`config.mk`:
```
export PLATFORM = sky130hd
export DESIGN_NAME = serial_frame_parser_xor_flat
export DESIGN_NICKNAME = d
export VERILOG_FILES = /design/src/hdl/sfp_pkg.sv /design/src/hdl/sfp_if.sv /design/src/hdl/serial_frame_parser_xor.sv /design/src/flat_wrapper.sv
export SDC_FILE = /design/constraint.sdc
export NUM_CORES = 1
export LEC_CHECK = 0
export BUFFER_PORTS_ARGS = -buffer_cell sky130_fd_sc_hd__buf_4
export CORE_MARGIN = 4
export CORE_UTILIZATION = 40
export DETAILED_ROUTE_END_ITERATION = 16
export SETUP_SLACK_MARGIN = 0.05
export SYNTH_ARGS = -nofsm -noshare
export SYNTH_HDL_FRONTEND = slang
export SYNTH_SLANG_ARGS = --single-unit
```
`constraint.sdc`:
```
create_clock -name clk -period 4.2 [get_ports clk]
set_clock_uncertainty 0.1 [all_clocks]
set_input_delay 0 -clock clk [delete_from_list [all_inputs] [get_ports clk]]
set_output_delay 0 -clock clk [all_outputs]
set_load 0.05 [all_outputs]
```
`src/hdl/sfp_pkg.sv`:
```
// Shared types and constants for the serial frame parser with XOR check.
// No dependencies; every other file in hdl depends on this package.
package sfp_pkg;

  localparam int MaxFrameBytes = 30;
  localparam int CntW          = $clog2(MaxFrameBytes + 1);
  localparam int AddrW         = $clog2(MaxFrameBytes);
  localparam int IdxW          = 5;

  typedef logic [7:0] byte_t;

  localparam byte_t SyncCode  = 8'hB1;
  localparam byte_t AckCode   = 8'h06;
  localparam byte_t NackCode  = 8'h15;
  localparam byte_t CheckSeed = 8'hFF;

  typedef enum logic [2:0] {
    ST_NONE = 3'd0,
    ST_ACK  = 3'd1,
    ST_NACK = 3'd2,
    ST_BYTE = 3'd3,
    ST_ERR  = 3'd4
  } status_t;

  typedef enum logic [1:0] {
    PH_HUNT  = 2'd0,
    PH_DATA  = 2'd1,
    PH_CHECK = 2'd2
  } phase_t;

  typedef enum logic [1:0] {
    SQ_IDLE = 2'd0,
    SQ_READ = 2'd1,
    SQ_LOAD = 2'd2
  } seq_t;

endpackage

```
`src/hdl/sfp_if.sv`:
```
// Valid/ready channel interfaces for the serial frame parser.
// Depends on sfp_pkg for payload types.
interface sfp_in_if;
  logic           valid;
  logic           ready;
  sfp_pkg::byte_t rx_byte;

  modport source (output valid, output rx_byte, input ready);
  modport sink   (input valid, input rx_byte, output ready);
endinterface

interface sfp_out_if;
  logic           valid;
  logic           ready;
  logic [2:0]     status;
  sfp_pkg::byte_t frame_byte;
  logic [sfp_pkg::IdxW-1:0] byte_index;
  logic           is_last;

  modport source (output valid, output status, output frame_byte, output byte_index,
                  output is_last, input ready);
  modport sink   (input valid, input status, input frame_byte, input byte_index,
                  input is_last, output ready);
endinterface

```
`src/hdl/serial_frame_parser_xor.sv`:
```
// Serial frame parser: hunts for a start byte, stores the frame, checks the XOR.
// Depends on sfp_pkg and the channel interfaces in sfp_if.sv.
//
// Usage:
//   in_ch carries received bytes (rx_byte), one item per valid/ready handshake.
//   out_ch carries results: status, frame_byte, byte_index and is_last.
//   Every accepted byte yields one result, loaded into the output register at
//   the clock edge that accepts it, except a check byte that matches: it
//   yields one status-3 result per stored frame byte, the last one marked.
//   A matching frame is read out of the frame store byte by byte: a registered
//   memory read (SQ_READ), then a load of the output register (SQ_LOAD), which
//   waits while the output register holds a result not yet taken.
//   in_ch.ready is low during that readout and whenever the output register
//   holds a result that the receiver has not taken; a stalled receiver holds
//   the result in place and stops the block.
//   Reset (rst_n low, synchronous) returns to hunting and empties the output
//   register. The frame store needs no clearing: an entry is read only after
//   it was written in the current frame.
module serial_frame_parser_xor (
  input  logic       clk,
  input  logic       rst_n,
  sfp_in_if.sink     in_ch,
  sfp_out_if.source  out_ch
);
  import sfp_pkg::*;

  phase_t            phase_r, phase_nxt;
  seq_t              seq_r, seq_nxt;
  byte_t             check_r, check_nxt;
  logic [CntW-1:0]   cnt_r, cnt_nxt;
  byte_t             len_r, len_nxt;
  logic [AddrW-1:0]  rd_idx_r, rd_idx_nxt;

  logic              out_valid_r, out_valid_nxt;
  status_t           status_r, status_nxt;
  byte_t             fbyte_r, fbyte_nxt;
  logic [IdxW-1:0]   idx_r, idx_nxt;
  logic              last_r, last_nxt;

  byte_t             store_mem [MaxFrameBytes];
  byte_t             mem_q_r;
  logic              mem_we;

  logic              out_free;
  logic              in_ready;
  logic              accept;
  logic              rd_last;
  byte_t             length;
  byte_t             rx;

  assign rx       = in_ch.rx_byte;
  assign out_free = !out_valid_r || out_ch.ready;
  assign in_ready = (seq_r == SQ_IDLE) && out_free;
  assign accept   = in_ch.valid && in_ready;
  assign rd_last  = (CntW'(rd_idx_r) + CntW'(1)) == cnt_r;
  assign length   = (cnt_r == '0) ? rx : len_r;

  always_comb begin
    phase_nxt     = phase_r;
    seq_nxt       = seq_r;
    check_nxt     = check_r;
    cnt_nxt       = cnt_r;
    len_nxt       = len_r;
    rd_idx_nxt    = rd_idx_r;
    out_valid_nxt = out_valid_r && !out_ch.ready;
    status_nxt    = status_r;
    fbyte_nxt     = fbyte_r;
    idx_nxt       = idx_r;
    last_nxt      = last_r;
    mem_we        = 1'b0;

    if (accept) begin
      // single result by default; the frame readout below overrides it
      out_valid_nxt = 1'b1;
      status_nxt    = ST_NONE;
      fbyte_nxt     = '0;
      idx_nxt       = '0;
      last_nxt      = 1'b1;
      case (phase_r)
        PH_HUNT: begin
          if (rx == SyncCode) begin
            check_nxt = CheckSeed;
            cnt_nxt   = '0;
            phase_nxt = PH_DATA;
          end else if (rx == AckCode) begin
            status_nxt = ST_ACK;
          end else if (rx == NackCode) begin
            status_nxt = ST_NACK;
          end else begin
            status_nxt = ST_ERR;
          end
        end
        PH_DATA: begin
          if (cnt_r < CntW'(MaxFrameBytes)) begin
            mem_we  = 1'b1;
            cnt_nxt = cnt_r + CntW'(1);
            if (cnt_r == '0) begin
              len_nxt = rx;
            end else begin
              check_nxt = check_r ^ rx;
            end
            if (8'(cnt_nxt) == length) begin
              phase_nxt = PH_CHECK;
            end
          end else begin
            // overlong frame: drop the byte
            phase_nxt  = PH_HUNT;
            status_nxt = ST_ERR;
          end
        end
        PH_CHECK: begin
          phase_nxt = PH_HUNT;
          if (rx != check_r || cnt_r == '0) begin
            status_nxt = ST_ERR;
          end else begin
            out_valid_nxt = 1'b0;
            seq_nxt       = SQ_READ;
            rd_idx_nxt    = '0;
          end
        end
        default: begin
          phase_nxt = PH_HUNT;
        end
      endcase
    end

    case (seq_r)
      SQ_READ: begin
        seq_nxt = SQ_LOAD;
      end
      SQ_LOAD: begin
        if (out_free) begin
          out_valid_nxt = 1'b1;
          status_nxt    = ST_BYTE;
          fbyte_nxt     = mem_q_r;
          idx_nxt       = IdxW'(rd_idx_r);
          last_nxt      = rd_last;
          if (rd_last) begin
            seq_nxt = SQ_IDLE;
          end else begin
            rd_idx_nxt = rd_idx_r + AddrW'(1);
            seq_nxt    = SQ_READ;
          end
        end
      end
      default: begin
      end
    endcase
  end

  always_ff @(posedge clk) begin
    if (!rst_n) begin
      phase_r     <= PH_HUNT;
      seq_r       <= SQ_IDLE;
      check_r     <= '0;
      cnt_r       <= '0;
      out_valid_r <= 1'b0;
    end else begin
      phase_r     <= phase_nxt;
      seq_r       <= seq_nxt;
      check_r     <= check_nxt;
      cnt_r       <= cnt_nxt;
      out_valid_r <= out_valid_nxt;
    end
  end

  always_ff @(posedge clk) begin
    len_r    <= len_nxt;
    rd_idx_r <= rd_idx_nxt;
    status_r <= status_nxt;
    fbyte_r  <= fbyte_nxt;
    idx_r    <= idx_nxt;
    last_r   <= last_nxt;
  end

  // frame store: one write port, one registered read port
  always_ff @(posedge clk) begin
    if (mem_we) begin
      store_mem[cnt_r[AddrW-1:0]] <= rx;
    end
    mem_q_r <= store_mem[rd_idx_r];
  end

  assign in_ch.ready       = in_ready;
  assign out_ch.valid      = out_valid_r;
  assign out_ch.status     = status_r;
  assign out_ch.frame_byte = fbyte_r;
  assign out_ch.byte_index = idx_r;
  assign out_ch.is_last    = last_r;

  a_no_input_in_readout: assert property (@(posedge clk) disable iff (!rst_n)
    (seq_r != SQ_IDLE) |-> !in_ready)
    else $error("input accepted during frame readout");

  a_cnt_bounded: assert property (@(posedge clk) disable iff (!rst_n)
    cnt_r <= CntW'(MaxFrameBytes))
    else $error("byte count beyond frame store depth");

  a_rd_in_frame: assert property (@(posedge clk) disable iff (!rst_n)
    (seq_r != SQ_IDLE) |-> (CntW'(rd_idx_r) < cnt_r))
    else $error("readout index past stored frame");

  a_load_fills_out: assert property (@(posedge clk) disable iff (!rst_n)
    (seq_r == SQ_LOAD && out_free) |=> (out_valid_r && status_r == ST_BYTE))
    else $error("frame byte not loaded into output register");

  a_last_ends_readout: assert property (@(posedge clk) disable iff (!rst_n)
    (seq_r == SQ_LOAD && out_free && rd_last) |=> (seq_r == SQ_IDLE && last_r))
    else $error("readout did not end on last frame byte");

endmodule
```
`src/flat_wrapper.sv`:
```
// flat-port wrapper written by rule: the top's interface ports become plain ports
module serial_frame_parser_xor_flat import sfp_pkg::*;
  (clk, rst_n, in_ch_valid, in_ch_rx_byte, in_ch_ready, out_ch_valid, out_ch_status, out_ch_frame_byte, out_ch_byte_index, out_ch_is_last, out_ch_ready);
  sfp_in_if in_ch_i ();
  sfp_out_if out_ch_i ();
  input  logic clk;
  input  logic rst_n;
  input wire logic [$bits(in_ch_i.valid)-1:0] in_ch_valid;
  input wire logic [$bits(in_ch_i.rx_byte)-1:0] in_ch_rx_byte;
  output wire logic [$bits(in_ch_i.ready)-1:0] in_ch_ready;
  output wire logic [$bits(out_ch_i.valid)-1:0] out_ch_valid;
  output wire logic [$bits(out_ch_i.status)-1:0] out_ch_status;
  output wire logic [$bits(out_ch_i.frame_byte)-1:0] out_ch_frame_byte;
  output wire logic [$bits(out_ch_i.byte_index)-1:0] out_ch_byte_index;
  output wire logic [$bits(out_ch_i.is_last)-1:0] out_ch_is_last;
  input wire logic [$bits(out_ch_i.ready)-1:0] out_ch_ready;
  assign in_ch_i.valid = in_ch_valid;
  assign in_ch_i.rx_byte = in_ch_rx_byte;
  assign in_ch_ready = in_ch_i.ready;
  assign out_ch_valid = out_ch_i.valid;
  assign out_ch_status = out_ch_i.status;
  assign out_ch_frame_byte = out_ch_i.frame_byte;
  assign out_ch_byte_index = out_ch_i.byte_index;
  assign out_ch_is_last = out_ch_i.is_last;
  assign out_ch_i.ready = out_ch_ready;
  serial_frame_parser_xor u_core (.clk(clk), .rst_n(rst_n), .in_ch(in_ch_i), .out_ch(out_ch_i));
endmodule
```
---- Word-level counts from Yosys, hierarchy flattened ----
Memories as Yosys holds them, arrays and structs flattened. A register that Yosys moved wholly into a read port is not among the register bits.
Cells that the tools add are included.
storage, ports and cells
  register bits after elaboration ......... 48
  memory bits (writable) .................. 240
  logic and storage cells ................. 97
  memories ................................ 1
operators by class
  add/sub/neg operators ................... 2
  magnitude comparators ................... 1
  equal/unequal tests ..................... 14
  mux-type cells .......................... 52
  bitwise operators ....................... 1
  reduce and logical (&&, ||, !) cells .... 15
memories
  memory            depth  bits a word  rd ports  clocked after memory_dff  write ports  RTL line                       RTL
  u_core.store_mem  30     8            1         1                         1            serial_frame_parser_xor.sv:40  byte_t store_mem [MaxFrameBytes];
operators with widths
  kind                                                 number
  2-to-1 mux 8 bit                                     7
  2-to-1 mux 5 bit                                     11
  2-to-1 mux 3 bit                                     8
  case mux 8 bit (2 select lines)                      1
  2-to-1 mux 1 bit                                     14
  2-to-1 mux 2 bit                                     7
  adder 5 x 1 -> 5 bit, second input constant          2
  case mux 5 bit (2 select lines)                      1
  case mux 3 bit (3 select lines)                      1
  equality test 5 x 8 -> 1 bit                         1
  equality test 8 x 3 -> 1 bit, second input constant  1
  equality test 8 x 5 -> 1 bit, second input constant  1
  equality test 8 bit, second input constant           1
  != test 8 bit                                        1
  case mux 2 bit (2 select lines)                      2
  bitwise XOR 8 bit                                    1
  AND reduction 3 bit                                  2
  equality test 5 bit                                  1
  zero test 5 bit                                      1
  < comparator 5 bit, second input constant            1
  AND reduction 5 bit                                  1
  equality test 2 x 1 -> 1 bit, second input constant  2
  equality test 2 bit, second input constant           2
  zero test 2 bit                                      2
  other kinds (8)                                      13

---- Longest topological paths before layout ----
  word-level depth ........................ 8
  mapped depth ............................ 9
  gate-level depth less buffers ........... 8

---- Least setup slack after synthesis ----
OpenSTA, ideal clock, no wires.
  kind .................................... reg2reg
  start ................................... register u_core.out_valid_r (netlist: u_core.out_ch.valid)
  end ..................................... memory u_core.store_mem[12][0] (netlist name), enable pin
  arrival ................................. 2.147 ns
  path slack .............................. 1.583 ns
  cell stages (with the launch flop) ...... 6
  buffers on the path ..................... 0
  path through ............................ dfxtp_1 > nand2b_1 > nand3_1 > nor2_1 > nand2_1 > nor2_1
on the way
  word-level cells in the longest chain between the ends .. 7
ends and longest elaborated chain
  element                                 RTL line                        RTL
  from (decl)                             serial_frame_parser_xor.sv:34   logic out_valid_r, out_valid_nxt;
  from (signal assigned)                  serial_frame_parser_xor.sv:163  out_valid_r <= out_valid_nxt;
  zero test 1 bit                         serial_frame_parser_xor.sv:52   assign out_free = !out_valid_r || out_ch.ready;
  logical OR 1 bit                        serial_frame_parser_xor.sv:52
  logical AND 1 bit                       serial_frame_parser_xor.sv:53   assign in_ready = (seq_r == SQ_IDLE) && out_free;
  logical AND 1 bit                       serial_frame_parser_xor.sv:54   assign accept = in_ch.valid && in_ready;
  2-to-1 mux 1 bit                        serial_frame_parser_xor.sv:72   if (accept) begin
  2-to-1 mux 1 bit                        serial_frame_parser_xor.sv:178  if (mem_we) begin
  2-to-1 mux 1 bit (not written as such)  serial_frame_parser_xor.sv:179  store_mem[cnt_r[AddrW-1:0]] <= rx;
  to (decl)                               serial_frame_parser_xor.sv:40
No other way between the ends.

---- Final worst setup path ----
  start ................................... register u_core.cnt_r[0]
  end ..................................... register u_core.phase_r[0]
on the way
  word-level cells in the longest chain between the ends .. 5
  elaborated cells between the ends (all ways) .. 9
  those cells by class .................... add/sub (1); order compare (1); eq/ne (2); mux (3); reduce/logical (2)
ends and longest elaborated chain
  element                               RTL line                        RTL
  from (decl)                           serial_frame_parser_xor.sv:30   logic [CntW-1:0] cnt_r, cnt_nxt;
  from (signal assigned)                serial_frame_parser_xor.sv:162  cnt_r <= cnt_nxt;
  zero test 5 bit                       serial_frame_parser_xor.sv:56   assign length = (cnt_r == '0) ? rx : len_r;
  2-to-1 mux 8 bit                      n/a
  net u_core.length[0]                  serial_frame_parser_xor.sv:48   byte_t length;
  equality test 5 x 8 -> 1 bit          serial_frame_parser_xor.sv:102  if (8'(cnt_nxt) == length) begin
  != test 3 bit (no source line)        n/a
  AND reduction 3 bit (no source line)  n/a
  to (signal assigned)                  serial_frame_parser_xor.sv:159  phase_r <= phase_nxt;
  to (decl)                             serial_frame_parser_xor.sv:27   phase_t phase_r, phase_nxt;
The timed path passes the listed nets, and every way through them passes these cells.
A chain may end at the register's enable or synchronous reset.

==> reports/metrics.cfg <==
[pwr]
finalPower_mw = 6.02
p_per_area_mw_per_mm2 = 442
p_leak_nw = 4.29
irDropWorstVdd_mv = 0.308

[sta]
timing.setup.tns_ns = 0
tightest_slew_ns = 0.939
fin_hold_ws_ns = 0.275
timing.final.ws_setup_ns = 1.29
timing.fmax_ghz = 0.343
hold_viol_final = 0
setup_viol = 0
rsz0062_at_grt = false
timing.slew.headroom = 0.374
period_needed_ns = 2.91
maxSlewViolCount = 0
period_share = 0.694

[floorplanning]
die_h_um = 181
initial_utilization = 0.405
core_area_sq_mm = 0.0296
num_io_pins = 31
rows = 63
fp.dieW_um = 181
dieArea_sq_mm = 0.0329

[detailed_routing]
wl_met1_um = 11200
highest_layer = met4
wl_met2_um = 11700
via_count = 6169
drc_errors = 0
wl_um = 24900
dr.pass1.iters = 5
drt_iter0_drc = 571
wl_met3_um = 1680
via_per_inst = 5.40
antenna_left = 0
wl_per_cell_um = 21.8

[clock_tree]
clock_latency_ns = 0.55
ctsResizeCount = 0
clock_path_buffers = 3
cts_buffers = 29
htreeDepth = 1
clk_pin_slew_ns = 0.06
cts_tree = built
root_buffer = clkbuf_16
cts_sinks = 296

[synth]
ys_seq_area_frac = 0.700
ys_types = 50
synthFlopType = edfxtp_1
syn_avg_cell_area_sq_um = 17.5
netlist_instances = 688
synth_edf_count = 248
async_reset_ff_frac = 0
synth_nets = 708
syn_area_sq_mm = 0.0120
synth-seq-cells = 296
yosys_warnings = 0

[placement]
dpl_worst_slack_ns = 1.29
dpl_cell_area_sq_mm = 0.0126
gp_congestion = 0.786
hpwlAfterDp_um = 15500
dp_cells = 1077
io_buffers = 30

[worst_setup_path]
crit_buf_inv = 1
cp_cell_sequence = inv_1 -> ha_1 -> nor4b_4 -> mux2_2 -> nand2_1 -> nor4b_1 -> a21oi_1 -> o21a_1
cpMaxStageDelayCell = nor4b_4
crit_path_start_kind = register
crit_arrival_ns = 3.26
path_delay_family = simple AND/OR/NAND/NOR gates
cp_max_fo = 13
slowest_delay_ns = 0.75
critical_path_class = reg2reg
cp-end-kind = register
crit_required_ns = 4.54

[final_layout]
fillCellCount = 2515
area_growth_pct = 13.4
seq_area_sq_mm = 0.00841
drive_gt1_frac = 0.254
design_area_sq_mm = 0.0136
postLayoutCoreUtil = 0.460
antennaDiodeCount = 0
multi_input_area_sq_mm = 0.00336
layout.cells.non_filler = 1143
fin_nets = 750

[global_routing]
grt_pass1_wl_um = 38800
grt_max_degree = 50
antenna_found_initial = 0
overflow = 0
grt_util_all_layers = 0.152
grt_pass1_vias = 6298

[status]
status = finished clean

[worst_hold_path]
min-delay-path-class = in2reg

[flow_run]
cap_violations = 0

## per-layer routing
layer  global-route usage  vias up
met1                0.225     3124
met4               0.0336        0
met3               0.0246       34
li1                     -     2777
met2                0.241      234
met5                    0        -
## sequential cells by signal (all words and copies together) (netlist names)
| signal | cells |
|---|---|
| u_core.mem_q_r | 8 |
| u_core.rd_idx_r | 5 |
| u_core.phase_r | 2 |
| u_core.out_ch.is_last | 1 |
| u_core.store_mem | 240 |
| u_core.len_r | 8 |
| u_core.cnt_r | 5 |
| u_core.out_ch.frame_byte | 8 |
| u_core.out_ch.status | 3 |
| u_core.check_r | 8 |
| u_core.out_ch.valid | 1 |
| u_core.seq_r | 2 |
| u_core.out_ch.byte_index | 5 |
## path summary, 6_finish.rpt
kind / depth (start not counted) / from / slack [ns] / endpoint
max: 8 / u_core.cnt_r[0] / 1.29 / u_core.phase_r[0]
min: 3 / rst_n / 0.28 / u_core.phase_r[0]
max reg2reg: 8 / u_core.cnt_r[0] / 1.29 / u_core.phase_r[0]
min reg2reg: 2 / u_core.out_ch.frame_byte[0] / 0.36 / u_core.out_ch.frame_byte[0]
## layout make-up
cell class | count | area share
inverter | 12 | 0.00331
timing repair buffer | 49 | 0.0310
clock buffer | 43 | 0.0608
clock inverter | 11 | 0.00496
tap | 390 | 0.0358
multi-input combinational | 342 | 0.247
sequential | 296 | 0.617
## synth_stat cells, drive strengths merged, types with 2 or more instances
library cell | number | area [sq um]
o21a | 2 | 15.0
nor2 | 45 | 169
mux4 | 72 | 1620
xor2 | 9 | 78.8
buf | 19 | 133
mux2i | 11 | 110
or3b | 2 | 17.5
a22o | 2 | 17.5
a211oi | 2 | 15.0
or3 | 2 | 12.5
nand3 | 9 | 45.0
nand4 | 3 | 18.8
nand3b | 3 | 22.5
nor4 | 5 | 43.8
inv | 12 | 45.0
a21oi | 11 | 58.8
xnor2 | 12 | 105
nand2 | 64 | 240
o221a | 8 | 90.1
nor2b | 4 | 25.0
and2 | 5 | 31.3
mux2 | 21 | 236
dfxtp | 48 | 961
edfxtp | 248 | 7450
ha | 8 | 100
a211o | 2 | 17.5
clkbuf | 19 | 71.3
o21ai | 20 | 100
nor3b | 2 | 15.0
a221o | 2 | 20.0
nand2b | 4 | 25.0
nor4b | 2 | 32.5
## worst min-delay path, stage by stage
cell and delay [ns]:
dlygate4sd3_1 0.54, buf_4 0.21, o21a_1 0.12
## kinds of logic (layout without fill, tap and decap cells)
| family | after synthesis | count (layout) | share of synthesized area |
|---|---|---|---|
| mux | 104 | 104 | 0.164 |
| flops | 296 | 296 | 0.700 |
| compound gates | 54 | 54 | 0.0309 |
| buf+inv | 50 | 115 | 0.0207 |
| xor+xnor | 21 | 21 | 0.0153 |
| fa+ha+maj | 8 | 8 | 0.00833 |
| simple gates | 155 | 155 | 0.0613 |
## power by group
group	leakage, nW	switching, mW	internal, mW
sequential	2.62	0.0546	3.19
combinational	1.24	0.165	0.193
clock	0.432	1.05	1.37
## placed cells by master (no fill, tap or decap), types with 3 or more instances in the layout
master         instances
clkbuf_16             29
clkinv_2               4
xnor2_1               12
nor4_1                 3
clkinvlp_4             3
nand2_1               64
nand2b_1               4
nand4_1                3
nor2b_1                4
mux4_2                72
dlygate4sd3_1         12
clkbuf_1               9
nor2_1                45
ha_1                   8
inv_1                 12
o221a_2                8
edfxtp_1             248
mux2i_1               11
nand3b_1               3
buf_4                 35
o21ai_0               20
xor2_1                 9
dfxtp_1               46
and2_1                 5
mux2_2                21
a21oi_1               10
nand3_1                9
clkbuf_8               5
## repair_timing
action	in CTS	in global routing
buffers inserted	0	0
endpoints found under the hold margin	275	0
hold buffers	12	0
(Power assumes the default switching activity.)
